--- config.mk ---
export PLATFORM = sky130hd
export DESIGN_NAME = water_tank_plant_model_unit
export DESIGN_NICKNAME = d
export VERILOG_FILES = /design/src/rtl/wtpm_pkg.sv /design/src/rtl/wtpm_front.sv /design/src/rtl/wtpm_queue.sv /design/src/rtl/wtpm_back.sv /design/src/rtl/water_tank_plant_model_unit.sv
export SDC_FILE = /design/constraint.sdc
export NUM_CORES = 2
export LEC_CHECK = 0
export BUFFER_PORTS_ARGS = -buffer_cell sky130_fd_sc_hd__buf_4
export CELL_PAD_IN_SITES_DETAIL_PLACEMENT = 0
export CELL_PAD_IN_SITES_GLOBAL_PLACEMENT = 2
export CORE_ASPECT_RATIO = 0.7
export CORE_MARGIN = 3
export CORE_UTILIZATION = 45
export CTS_CLUSTER_SIZE = 16
export DETAILED_ROUTE_END_ITERATION = 6
export PLACE_DENSITY_LB_ADDON = 0.25
export SLEW_MARGIN = 5
export SYNTH_ARGS = -nofsm -noshare
export SYNTH_HDL_FRONTEND = slang
export SYNTH_HIERARCHICAL = 1
export SYNTH_SLANG_ARGS = --single-unit
--- constraint.sdc ---
create_clock -name clock -period 19.6 [get_ports clock]
set_clock_uncertainty 0.15 [all_clocks]
set_input_delay 1.96 -clock clock [delete_from_list [all_inputs] [get_ports clock]]
set_output_delay 1.96 -clock clock [all_outputs]
set_load 0.03 [all_outputs]
--- src/rtl/wtpm_pkg.sv ---
package wtpm_pkg;

   // Field widths.
   localparam int MS_BITS       = 16;
   localparam int DRIVE_BITS    = 2;
   localparam int FLOW_BITS     = 16;
   localparam int RATE_BITS     = 16;
   localparam int PROD_BITS     = MS_BITS + RATE_BITS;
   localparam int TEMP_BITS     = 17;
   localparam int VOL_BITS      = 40;
   localparam int SUM_BITS      = VOL_BITS + 2;
   localparam int LFSR_BITS     = 16;
   localparam int SENSOR_BITS   = 3;

   // Port widths.
   localparam int REQ_DATA_BITS = 40;
   localparam int RSP_DATA_BITS = 48;
   localparam int CSR_IDX_BITS  = 2;
   localparam int CSR_DATA_BITS = 40;

   // Register map.
   localparam logic [CSR_IDX_BITS-1:0] CSR_CAPACITY      = 2'd0;
   localparam logic [CSR_IDX_BITS-1:0] CSR_PUMP_ONE_RATE = 2'd1;
   localparam logic [CSR_IDX_BITS-1:0] CSR_PUMP_TWO_RATE = 2'd2;

   // Reset values and thresholds.
   localparam logic [VOL_BITS-1:0]  CAP_RESET  = 40'd1000000000;
   localparam logic [VOL_BITS-1:0]  VOL_RESET  = CAP_RESET >> 1;
   localparam logic [RATE_BITS-1:0] RATE_RESET = 16'd1000;
   localparam logic [TEMP_BITS-1:0] TEMP_MAX   = 17'd100000;
   localparam logic [TEMP_BITS-1:0] TEMP_HOT   = 17'd85000;
   localparam logic [LFSR_BITS-1:0] LFSR_SEED  = 16'hACE1;

   // Drive codes.
   localparam logic [DRIVE_BITS-1:0] DRIVE_OFF    = 2'b00;
   localparam logic [DRIVE_BITS-1:0] DRIVE_DOUBLE = 2'b11;

   // Command queue between the front and the back.
   localparam int QUEUE_DEPTH = 2;
   localparam int QPTR_BITS   = (QUEUE_DEPTH > 1) ? $clog2(QUEUE_DEPTH) : 1;
   localparam int QCNT_BITS   = $clog2(QUEUE_DEPTH + 1);

   typedef struct packed {
      logic                     valid;
      logic [CSR_IDX_BITS-1:0]  index;
      logic [CSR_DATA_BITS-1:0] data;
   } csr_write_type;

   typedef struct packed {
      logic [MS_BITS-1:0]    elapsed_ms;
      logic [DRIVE_BITS-1:0] pump_one_drive;
      logic [DRIVE_BITS-1:0] pump_two_drive;
      logic [PROD_BITS-1:0]  pump_one_flow;
      logic [PROD_BITS-1:0]  pump_two_flow;
      logic [PROD_BITS-1:0]  removed;
      logic                  make_fault;
      logic                  clear_fault;
   } cmd_type;

   typedef struct packed {
      logic                low_sensor;
      logic                mid_sensor;
      logic                high_sensor;
      logic                pump_one_hot;
      logic                pump_two_hot;
      logic [VOL_BITS-1:0] tank_volume_ul;
      logic                fault_active;
   } result_type;

   typedef enum logic [1:0] {
      BK_TAKE,
      BK_SETTLE,
      BK_EMIT
   } back_state_type;

   // Frozen sensor pattern; bit 0 is low, bit 1 is mid, bit 2 is high.
   function automatic logic [SENSOR_BITS-1:0] fault_pattern(input logic [1:0] sel);
      logic [SENSOR_BITS-1:0] pat;
      unique case (sel)
         2'd0:    pat = 3'b010;
         2'd1:    pat = 3'b100;
         2'd2:    pat = 3'b101;
         default: pat = 3'b110;
      endcase
      return pat;
   endfunction

   // Fibonacci step with taps at bits 0, 2, 3 and 5, fed back into bit 15.
   function automatic logic [LFSR_BITS-1:0] lfsr_next(input logic [LFSR_BITS-1:0] s);
      logic fb;
      fb = s[0] ^ s[2] ^ s[3] ^ s[5];
      return {fb, s[LFSR_BITS-1:1]};
   endfunction

   // Temperature step, clamped to 0..TEMP_MAX.
   function automatic logic [TEMP_BITS-1:0] heat(input logic [TEMP_BITS-1:0] temp,
                                                 input logic running,
                                                 input logic [MS_BITS-1:0] ms);
      logic [MS_BITS+1:0] rise;
      logic [MS_BITS+2:0] fall;
      logic [MS_BITS+2:0] warm;
      logic [TEMP_BITS-1:0] res;
      rise = {2'b00, ms} + {1'b0, ms, 1'b0};
      fall = {rise, 1'b0};
      warm = {2'b00, temp} + {1'b0, rise};
      if (running) begin
         res = (warm > {2'b00, TEMP_MAX}) ? TEMP_MAX : warm[TEMP_BITS-1:0];
      end else begin
         res = (fall >= {2'b00, temp}) ? '0 : temp - fall[TEMP_BITS-1:0];
      end
      return res;
   endfunction

endpackage

--- src/rtl/wtpm_front.sv ---
module wtpm_front (
   input  logic                              clock,
   input  logic                              reset,
   input  wtpm_pkg::csr_write_type           csr,
   input  logic                              req_valid,
   output logic                              req_ready,
   input  logic [wtpm_pkg::MS_BITS-1:0]      elapsed_ms,
   input  logic [wtpm_pkg::DRIVE_BITS-1:0]   pump_one_drive,
   input  logic [wtpm_pkg::DRIVE_BITS-1:0]   pump_two_drive,
   input  logic                              request_valid,
   input  logic [wtpm_pkg::FLOW_BITS-1:0]    demand_flow,
   input  logic                              make_fault,
   input  logic                              clear_fault,
   output logic                              cmd_valid,
   input  logic                              cmd_ready,
   output wtpm_pkg::cmd_type                 cmd
);
   import wtpm_pkg::*;

   logic [RATE_BITS-1:0] rate_one_ff, rate_one_in;
   logic [RATE_BITS-1:0] rate_two_ff, rate_two_in;
   logic [FLOW_BITS-1:0] held_demand_ff, held_demand_in;
   logic                 held_make_ff, held_make_in;
   logic                 held_clear_ff, held_clear_in;

   logic                 accept;
   logic [FLOW_BITS-1:0] demand_now;

   assign req_ready = cmd_ready;
   assign cmd_valid = req_valid;
   assign accept    = req_valid && cmd_ready;

   // A beat that carries a request replaces the held demand and fault flags,
   // and already uses the new values for its own tick.
   assign demand_now = request_valid ? demand_flow : held_demand_ff;

   always_comb begin
      cmd.elapsed_ms     = elapsed_ms;
      cmd.pump_one_drive = pump_one_drive;
      cmd.pump_two_drive = pump_two_drive;
      cmd.pump_one_flow  = PROD_BITS'(rate_one_ff) * PROD_BITS'(elapsed_ms);
      cmd.pump_two_flow  = PROD_BITS'(rate_two_ff) * PROD_BITS'(elapsed_ms);
      cmd.removed        = PROD_BITS'(demand_now) * PROD_BITS'(elapsed_ms);
      cmd.make_fault     = request_valid ? make_fault  : held_make_ff;
      cmd.clear_fault    = request_valid ? clear_fault : held_clear_ff;
   end

   always_comb begin
      rate_one_in    = rate_one_ff;
      rate_two_in    = rate_two_ff;
      held_demand_in = held_demand_ff;
      held_make_in   = held_make_ff;
      held_clear_in  = held_clear_ff;
      if (csr.valid && (csr.index == CSR_PUMP_ONE_RATE)) begin
         rate_one_in = csr.data[RATE_BITS-1:0];
      end
      if (csr.valid && (csr.index == CSR_PUMP_TWO_RATE)) begin
         rate_two_in = csr.data[RATE_BITS-1:0];
      end
      if (accept && request_valid) begin
         held_demand_in = demand_flow;
         held_make_in   = make_fault;
         held_clear_in  = clear_fault;
      end
   end

   always_ff @(posedge clock) begin
      if (reset) begin
         rate_one_ff    <= RATE_RESET;
         rate_two_ff    <= RATE_RESET;
         held_demand_ff <= '0;
         held_make_ff   <= 1'b0;
         held_clear_ff  <= 1'b0;
      end else begin
         rate_one_ff    <= rate_one_in;
         rate_two_ff    <= rate_two_in;
         held_demand_ff <= held_demand_in;
         held_make_ff   <= held_make_in;
         held_clear_ff  <= held_clear_in;
      end
   end

endmodule

--- src/rtl/wtpm_queue.sv ---
module wtpm_queue (
   input  logic              clock,
   input  logic              reset,
   input  logic              push_valid,
   output logic              push_ready,
   input  wtpm_pkg::cmd_type push_data,
   output logic              pop_valid,
   input  logic              pop_ready,
   output wtpm_pkg::cmd_type pop_data
);
   import wtpm_pkg::*;

   cmd_type              slot_ff [QUEUE_DEPTH];
   logic [QPTR_BITS-1:0] wr_ptr_ff, wr_ptr_in;
   logic [QPTR_BITS-1:0] rd_ptr_ff, rd_ptr_in;
   logic [QCNT_BITS-1:0] count_ff, count_in;
   logic                 do_push;
   logic                 do_pop;

   function automatic logic [QPTR_BITS-1:0] bump(input logic [QPTR_BITS-1:0] p);
      return (p == QPTR_BITS'(QUEUE_DEPTH - 1)) ? '0 : p + 1'b1;
   endfunction

   assign push_ready = (count_ff != QCNT_BITS'(QUEUE_DEPTH));
   assign pop_valid  = (count_ff != '0);
   assign pop_data   = slot_ff[rd_ptr_ff];
   assign do_push    = push_valid && push_ready;
   assign do_pop     = pop_valid && pop_ready;

   always_comb begin
      wr_ptr_in = do_push ? bump(wr_ptr_ff) : wr_ptr_ff;
      rd_ptr_in = do_pop  ? bump(rd_ptr_ff) : rd_ptr_ff;
      count_in  = count_ff;
      if (do_push && !do_pop) begin
         count_in = count_ff + 1'b1;
      end else if (do_pop && !do_push) begin
         count_in = count_ff - 1'b1;
      end
   end

   always_ff @(posedge clock) begin
      if (do_push) begin
         slot_ff[wr_ptr_ff] <= push_data;
      end
   end

   always_ff @(posedge clock) begin
      if (reset) begin
         wr_ptr_ff <= '0;
         rd_ptr_ff <= '0;
         count_ff  <= '0;
      end else begin
         wr_ptr_ff <= wr_ptr_in;
         rd_ptr_ff <= rd_ptr_in;
         count_ff  <= count_in;
      end
   end

endmodule

--- src/rtl/wtpm_back.sv ---
module wtpm_back (
   input  logic                    clock,
   input  logic                    reset,
   input  wtpm_pkg::csr_write_type csr,
   input  logic                    cmd_valid,
   output logic                    cmd_ready,
   input  wtpm_pkg::cmd_type       cmd,
   output logic                    rsp_valid,
   input  logic                    rsp_ready,
   output wtpm_pkg::result_type    rsp
);
   import wtpm_pkg::*;

   back_state_type         state_ff, state_in;
   logic [VOL_BITS-1:0]    cap_ff, cap_in;
   logic [VOL_BITS-1:0]    vol_ff, vol_in;
   logic [TEMP_BITS-1:0]   temp_one_ff, temp_one_in;
   logic [TEMP_BITS-1:0]   temp_two_ff, temp_two_in;
   logic                   fault_ff, fault_in;
   logic [SENSOR_BITS-1:0] frozen_ff, frozen_in;
   logic [LFSR_BITS-1:0]   lfsr_ff, lfsr_in;
   logic [SUM_BITS-1:0]    sum_ff, sum_in;
   logic [PROD_BITS-1:0]   removed_ff, removed_in;
   logic                   hot_one_ff, hot_one_in;
   logic                   hot_two_ff, hot_two_in;
   logic                   rsp_valid_ff, rsp_valid_in;
   result_type             rsp_ff, rsp_in;

   logic                   take;
   logic                   settle;
   logic                   slot_free;
   logic                   emit;
   logic [PROD_BITS:0]     inflow_one;
   logic [PROD_BITS:0]     inflow_two;
   logic [SUM_BITS-1:0]    removed_ext;
   logic [SUM_BITS-1:0]    drained;
   logic [VOL_BITS+2:0]    five_vol;
   logic                   fault_step;
   logic [LFSR_BITS-1:0]   lfsr_step;

   // Water added by one pump; a pump at the top of its range adds nothing.
   function automatic logic [PROD_BITS:0] inflow(input logic [DRIVE_BITS-1:0] drive,
                                                  input logic [TEMP_BITS-1:0] temp,
                                                  input logic [PROD_BITS-1:0] flow);
      logic [PROD_BITS:0] q;
      if ((drive == DRIVE_OFF) || (temp >= TEMP_MAX)) begin
         q = '0;
      end else if (drive == DRIVE_DOUBLE) begin
         q = {flow, 1'b0};
      end else begin
         q = {1'b0, flow};
      end
      return q;
   endfunction

   // Sequencer: next state.
   always_comb begin
      state_in = state_ff;
      unique case (state_ff)
         BK_TAKE:   if (cmd_valid) state_in = BK_SETTLE;
         BK_SETTLE: state_in = BK_EMIT;
         BK_EMIT:   if (slot_free) state_in = BK_TAKE;
         default:   state_in = BK_TAKE;
      endcase
   end

   // Sequencer: strobes.
   assign slot_free = !rsp_valid_ff || rsp_ready;
   always_comb begin
      take   = (state_ff == BK_TAKE) && cmd_valid;
      settle = (state_ff == BK_SETTLE);
      emit   = (state_ff == BK_EMIT) && slot_free;
   end

   assign cmd_ready = (state_ff == BK_TAKE);
   assign rsp_valid = rsp_valid_ff;
   assign rsp       = rsp_ff;

   // Take: gross volume, temperatures and fault latch, all from the state
   // left by the previous tick.
   assign inflow_one = inflow(cmd.pump_one_drive, temp_one_ff, cmd.pump_one_flow);
   assign inflow_two = inflow(cmd.pump_two_drive, temp_two_ff, cmd.pump_two_flow);
   assign lfsr_step  = lfsr_next(lfsr_ff);

   always_comb begin
      fault_step = fault_ff;
      if (cmd.clear_fault && fault_step) begin
         fault_step = 1'b0;
      end
   end

   // Settle: drain, then clamp to 0..capacity.
   assign removed_ext = SUM_BITS'(removed_ff);
   assign drained     = (removed_ext >= sum_ff) ? '0 : sum_ff - removed_ext;

   // Emit: level sensors against fixed fractions of the capacity.
   assign five_vol = {1'b0, vol_ff, 2'b00} + {3'b000, vol_ff};

   always_comb begin
      cap_in       = cap_ff;
      vol_in       = vol_ff;
      temp_one_in  = temp_one_ff;
      temp_two_in  = temp_two_ff;
      fault_in     = fault_ff;
      frozen_in    = frozen_ff;
      lfsr_in      = lfsr_ff;
      sum_in       = sum_ff;
      removed_in   = removed_ff;
      hot_one_in   = hot_one_ff;
      hot_two_in   = hot_two_ff;
      rsp_valid_in = rsp_valid_ff;
      rsp_in       = rsp_ff;

      if (take) begin
         sum_in      = {2'b00, vol_ff} + SUM_BITS'(inflow_one) + SUM_BITS'(inflow_two);
         removed_in  = cmd.removed;
         hot_one_in  = (temp_one_ff >= TEMP_HOT);
         hot_two_in  = (temp_two_ff >= TEMP_HOT);
         temp_one_in = heat(temp_one_ff, cmd.pump_one_drive != DRIVE_OFF, cmd.elapsed_ms);
         temp_two_in = heat(temp_two_ff, cmd.pump_two_drive != DRIVE_OFF, cmd.elapsed_ms);
         fault_in    = fault_step;
         if (cmd.make_fault && !fault_step) begin
            fault_in  = 1'b1;
            lfsr_in   = lfsr_step;
            frozen_in = fault_pattern(lfsr_step[1:0]);
         end
      end

      if (settle) begin
         vol_in = (drained > {2'b00, cap_ff}) ? cap_ff : drained[VOL_BITS-1:0];
      end

      // Capacity write refills tank to half; send only when idle (unenforced).
      if (csr.valid && (csr.index == CSR_CAPACITY)) begin
         cap_in = csr.data[VOL_BITS-1:0];
         vol_in = {1'b0, csr.data[VOL_BITS-1:1]};
      end

      if (emit) begin
         rsp_valid_in          = 1'b1;
         rsp_in.pump_one_hot   = hot_one_ff;
         rsp_in.pump_two_hot   = hot_two_ff;
         rsp_in.tank_volume_ul = vol_ff;
         rsp_in.fault_active   = fault_ff;
         if (fault_ff) begin
            rsp_in.low_sensor  = frozen_ff[0];
            rsp_in.mid_sensor  = frozen_ff[1];
            rsp_in.high_sensor = frozen_ff[2];
         end else begin
            rsp_in.low_sensor  = (five_vol >= {3'b000, cap_ff});
            rsp_in.mid_sensor  = ({vol_ff, 1'b0} >= {1'b0, cap_ff});
            rsp_in.high_sensor = (five_vol >= {1'b0, cap_ff, 2'b00});
         end
      end else if (rsp_ready) begin
         rsp_valid_in = 1'b0;
      end
   end

   always_ff @(posedge clock) begin
      sum_ff     <= sum_in;
      removed_ff <= removed_in;
      hot_one_ff <= hot_one_in;
      hot_two_ff <= hot_two_in;
      rsp_ff     <= rsp_in;
   end

   always_ff @(posedge clock) begin
      if (reset) begin
         state_ff     <= BK_TAKE;
         cap_ff       <= CAP_RESET;
         vol_ff       <= VOL_RESET;
         temp_one_ff  <= '0;
         temp_two_ff  <= '0;
         fault_ff     <= 1'b0;
         frozen_ff    <= '0;
         lfsr_ff      <= LFSR_SEED;
         rsp_valid_ff <= 1'b0;
      end else begin
         state_ff     <= state_in;
         cap_ff       <= cap_in;
         vol_ff       <= vol_in;
         temp_one_ff  <= temp_one_in;
         temp_two_ff  <= temp_two_in;
         fault_ff     <= fault_in;
         frozen_ff    <= frozen_in;
         lfsr_ff      <= lfsr_in;
         rsp_valid_ff <= rsp_valid_in;
      end
   end

`ifndef ASSERT_OFF
   a_vol_within_cap: assert property (@(posedge clock) disable iff (reset)
      vol_ff <= cap_ff)
      else $error("tank volume exceeds capacity");

   a_temp_within_range: assert property (@(posedge clock) disable iff (reset)
      (temp_one_ff <= TEMP_MAX) && (temp_two_ff <= TEMP_MAX))
      else $error("pump temperature out of range");

   a_take_then_settle: assert property (@(posedge clock) disable iff (reset)
      (cmd_valid && cmd_ready) |=> (state_ff == BK_SETTLE))
      else $error("taken command did not move to settle");

   a_settle_then_emit: assert property (@(posedge clock) disable iff (reset)
      (state_ff == BK_SETTLE) |=> (state_ff == BK_EMIT))
      else $error("settle did not move to emit");

   a_lfsr_nonzero: assert property (@(posedge clock) disable iff (reset)
      lfsr_ff != '0)
      else $error("pattern LFSR locked at zero");
`endif

endmodule

--- src/rtl/water_tank_plant_model_unit.sv ---
// Water tank plant model: one beat on the req channel is one simulation tick.
// req_tdata carries the elapsed time, both pump drives, the demand flow and the
// fault flags; req_tuser marks a beat whose demand and fault fields replace the
// held ones. Every tick returns exactly one rsp beat with the three level
// sensors, both pump hot flags, the new tank volume and the fault status.
// The csr channel writes the capacity (which refills the tank to half) and the
// two pump rates; it is always ready and should be used only while idle.
// A tick's command passes through the command queue and then the three-step
// volume sequencer in the back end (sum, drain and clamp, sense), whose result
// shows on rsp_tvalid; it takes no new command until that result is registered.
// A two-entry command queue sits between the front end, which does the three
// flow multiplies, and the back end, so req keeps being taken while a result
// waits; once the queue is full req_tready drops. When rsp_tready is low the
// result register holds its beat and the back end waits in its emit step.
// Synchronous reset returns capacity to 1e9 ul, volume to half, rates to
// 1000 ml/s, temperatures, held request and fault latch to zero, and empties
// the queue and the result register.
module water_tank_plant_model_unit (
   input  logic                                 clock,
   input  logic                                 reset,
   input  logic                                 req_tvalid,
   output logic                                 req_tready,
   // elapsed_ms, pump_one_drive, pump_two_drive, demand_flow, make_fault,
   // clear_fault, zero fill
   input  logic [wtpm_pkg::REQ_DATA_BITS-1:0]   req_tdata,
   // request_valid
   input  logic                                 req_tuser,
   output logic                                 rsp_tvalid,
   input  logic                                 rsp_tready,
   // low_sensor, mid_sensor, high_sensor, pump_one_hot, pump_two_hot,
   // tank_volume_ul, fault_active, zero fill
   output logic [wtpm_pkg::RSP_DATA_BITS-1:0]   rsp_tdata,
   input  logic                                 csr_valid,
   output logic                                 csr_ready,
   input  logic [wtpm_pkg::CSR_IDX_BITS-1:0]    csr_index,
   input  logic [wtpm_pkg::CSR_DATA_BITS-1:0]   csr_data
);
   import wtpm_pkg::*;

   csr_write_type csr;
   cmd_type       front_cmd;
   cmd_type       queue_cmd;
   logic          front_valid;
   logic          front_ready;
   logic          queue_valid;
   logic          queue_ready;
   result_type    result;

   // Register writes complete in the cycle they are offered.
   assign csr_ready = 1'b1;
   always_comb begin
      csr.valid = csr_valid && csr_ready;
      csr.index = csr_index;
      csr.data  = csr_data;
   end

   // Unpack the request beat and hand it to the front end.
   wtpm_front u_front (
      .clock          (clock),
      .reset          (reset),
      .csr            (csr),
      .req_valid      (req_tvalid),
      .req_ready      (req_tready),
      .elapsed_ms     (req_tdata[15:0]),
      .pump_one_drive (req_tdata[17:16]),
      .pump_two_drive (req_tdata[19:18]),
      .request_valid  (req_tuser),
      .demand_flow    (req_tdata[35:20]),
      .make_fault     (req_tdata[36]),
      .clear_fault    (req_tdata[37]),
      .cmd_valid      (front_valid),
      .cmd_ready      (front_ready),
      .cmd            (front_cmd)
   );

   wtpm_queue u_queue (
      .clock      (clock),
      .reset      (reset),
      .push_valid (front_valid),
      .push_ready (front_ready),
      .push_data  (front_cmd),
      .pop_valid  (queue_valid),
      .pop_ready  (queue_ready),
      .pop_data   (queue_cmd)
   );

   wtpm_back u_back (
      .clock     (clock),
      .reset     (reset),
      .csr       (csr),
      .cmd_valid (queue_valid),
      .cmd_ready (queue_ready),
      .cmd       (queue_cmd),
      .rsp_valid (rsp_tvalid),
      .rsp_ready (rsp_tready),
      .rsp       (result)
   );

   // Pack the result beat, first field in the lowest bit.
   assign rsp_tdata = {2'b00,
                       result.fault_active,
                       result.tank_volume_ul,
                       result.pump_two_hot,
                       result.pump_one_hot,
                       result.high_sensor,
                       result.mid_sensor,
                       result.low_sensor};

endmodule
==> impl_metrics.env <==
export IMPL_worstSetupStartpointType="primary input"
export IMPL_initial_core_util=0.455
export IMPL_status="completed"
export IMPL_arrival_ns=8.54
export IMPL_timing_rr_start="u_back/sum_ff[0]"
export IMPL_dp_hpwl_microns=149000
export IMPL_min_to="u_back/rsp[41]"
export IMPL_synth_top_area_cell="fa_1"
export IMPL_cts_repair_resized=0
export IMPL_yosysTopAreaCellShare=0.202
export IMPL_busiest_layer="met1"
export IMPL_place_port_buffers=133
export IMPL_drive_gt1_frac=0.0714
export IMPL_timing_fmax_mhz=121
export IMPL_met1_usage=0.411
export IMPL_end_kind="register"
export IMPL_cts_max_level=2
export IMPL_synthDistinctLibCells=95
export IMPL_wl_microns=192000
export IMPL_finalSetupViolations=0
export IMPL_reg2reg_slack_ns=11.43
export IMPL_clock_latency_ns=0.70
export IMPL_syn_area_sq_um=61900
export IMPL_post_cts_buffers=0
export IMPL_grt_pass1_wl_microns=295000
export IMPL_synthArstFlopShare=0
export IMPL_cts_hold_buf=0
export IMPL_grt_use_met2=0.400
export IMPL_worstHoldPathCells=0
export IMPL_numCtsBuffers=60
export IMPL_fillers=13000
export IMPL_grt_start_max_net_pins=70
export IMPL_die_h_microns=316
export IMPL_nets=8026
export IMPL_layout_setup_ws_ns=11.34
export IMPL_cts_buffer_depth=3
export IMPL_synth_most_common_cell="nand2_1"
export IMPL_ys_seq_area_frac=0.235
export IMPL_instances_no_fill=8522
export IMPL_hp_class="register to register"
export IMPL_worstMarginPinSlew_ns=1.38
export IMPL_core_sq_um=136000
export IMPL_synth_edf_count=357
export IMPL_synth_common_cells="887 x nand2_1, 866 x inv_1, 688 x ha_1"
export IMPL_rr_endpoint="u_back/vol_ff[37]"
export IMPL_grt_ovfl_total=0
export IMPL_drt_initial_drc_count=4129
export IMPL_fin_crit_sh=0.421
export IMPL_vias=48000
export IMPL_place_congestion=0.968
export IMPL_rr_worst_depth=25
export IMPL_clock_sinks=549
export IMPL_place_ws_ns=10.66
export IMPL_slew_violations=0
export IMPL_hold_start="u_back/hot_two_ff"
export IMPL_die_w_microns=449
export IMPL_yosysWarnings=6
export IMPL_drtAntennaViolNets=0
export IMPL_required_ns=19.88
export IMPL_syn_to_final_growth_pct=7.17
export IMPL_vias_per_cell=5.63
export IMPL_route_detailed_drc=0
export IMPL_finalHoldViolCount=0
export IMPL_path_class="primary input to register"
export IMPL_tns_ns=0
export IMPL_ios=139
export IMPL_netlist_top_cells_area="fa_1 20%, edfxtp_1 17%, ha_1 14%"
export IMPL_slew_headroom=0.0668
export IMPL_rows=113
export IMPL_grt_util_all_layers=0.270
export IMPL_synth_seq_cells=549
export IMPL_drt_wirelength_per_cell_microns=22.5
export IMPL_grt_util_met3=0.0448
export IMPL_drtPass1Iterations=5
export IMPL_dpl_cell_count=8405
export IMPL_cts_tree="yes"
export IMPL_grt_pass1_vias=47500
export IMPL_crit_fanout=20
export IMPL_ys_flop_type="edfxtp_1"
export IMPL_clock_root_buffer="clkbuf_16"
export IMPL_syn_avg_cell_area_sq_um=9.25
export IMPL_antenna_found_initial=16
export IMPL_cap_violations=0
export IMPL_netlist_instances=6689
export IMPL_rsz0062_at_grt="false"
export IMPL_clkTransAtPathRegs_ns=0.07
export IMPL_layout_min_cycle_time_ns=8.26
export IMPL_die_area_sq_um=142000
layout make-up:
class | instances | area [sq um] | share of cell area
inverter | 867 | 3260 | 0.0491
timing repair buffer | 173 | 1300 | 0.0196
tap | 1840 | 2300 | 0.0347
sequential | 549 | 14600 | 0.220
antenna | 4 | 10.0 | 0.000151
clock buffer | 71 | 1600 | 0.0242
multi-input combinational | 4976 | 42800 | 0.646
clock inverter | 42 | 444 | 0.00670
per-layer routing:
layer	part of all wire	vias up	wire [microns]
li1	-	22400	-
met1	0.48	24000	92800
met2	0.42	1430	80300
met3	0.075	185	14500
met4	0.023	6	4500
met5	0.00020	-	38
how the worst max path moves through the flow:
stage / startpoint / end / slack (ns) / cells after the start
2_1_floorplan: req_tuser / u_queue/slot_ff[0][33] / 11.38 / 21
3_3_place_gp: req_tuser / u_queue/slot_ff[0][33] / 10.67 / 21
3_5_place_dp: req_tuser / u_queue/slot_ff[0][33] / 10.66 / 21
4_1_cts: req_tuser / u_queue/slot_ff[0][33] / 11.40 / 21
5_1_grt: req_tuser / u_queue/slot_ff[1][27] / 11.01 / 21
6_report: req_tuser / u_queue/slot_ff[1][31] / 11.34 / 21
state kept, by name, indices dropped and copies added (netlist names), 2 cells and up, named ones only:
register,cells
u_back/vol_ff,40
u_front/held_demand_ff,16
u_back/cap_ff,40
u_back/frozen_ff,3
u_front/rate_two_ff,16
u_back/removed_ff,32
u_queue/slot_ff,236
u_front/rate_one_ff,16
u_back/state_ff,2
u_back/lfsr_ff,16
u_queue/count_ff,2
u_back/sum_ff,41
u_back/temp_two_ff,17
u_back/temp_one_ff,17
u_back/rsp,46
placed cells by master, fill, tap and decap left out, types with 61 or more instances in the layout:
cell type / count
nand2_1: 886
a21oi_1: 436
a21o_1: 180
inv_1: 864
clkbuf_16: 61
ha_1: 688
nor3_1: 66
fa_1: 623
nand3_1: 82
nor2_1: 266
mux2_2: 116
a211oi_1: 62
xor2_1: 80
o21ai_0: 199
xnor2_1: 170
buf_4: 172
edfxtp_1: 357
and2_1: 383
dfxtp_1: 191
metrics by stage:
step	hold WS (ns)	utilization	instance area, sq um
final	0.269	0.487	66300
after global placement	0.259	0.472	64300
after global routing	0.286	0.487	66300
after detailed placement	0.265	0.472	64300
after floorplan	0.250	-	61900
after CTS	0.271	0.487	66300
kinds of logic (layout without fill, tap and decap cells):
kind of cell / count (synthesis) / after routing / share of synthesized area
fa+ha+maj: 1311 / 1311 / 0.341
simple gates: 1987 / 1987 / 0.154
other cells: 2 / 7 / 0.000121
compound gates: 1286 / 1286 / 0.135
mux: 139 / 139 / 0.0264
flops: 549 / 549 / 0.235
xor+xnor: 250 / 250 / 0.0354
buf+inv: 1165 / 1153 / 0.0729
worst max-delay path, stage by stage:
cell      delay [ns]
buf_4           0.29
mux2_2          0.58
and2_1          0.27
fa_1            0.53
inv_1           0.05
fa_1            0.46
fa_1            0.50
fa_1            0.55
inv_1           0.06
fa_1            0.47
inv_1           0.05
fa_1            0.47
inv_1           0.04
ha_1            0.37
and3_1          0.22
nand3_1         0.15
o21ai_1         0.38
a211oi_1        0.18
o21ai_0         0.54
a21boi_0        0.16
nand3b_1        0.22
Power is not shown: default switching activity piles up to over one toggle a cycle in this logic, so the estimate is an artifact.
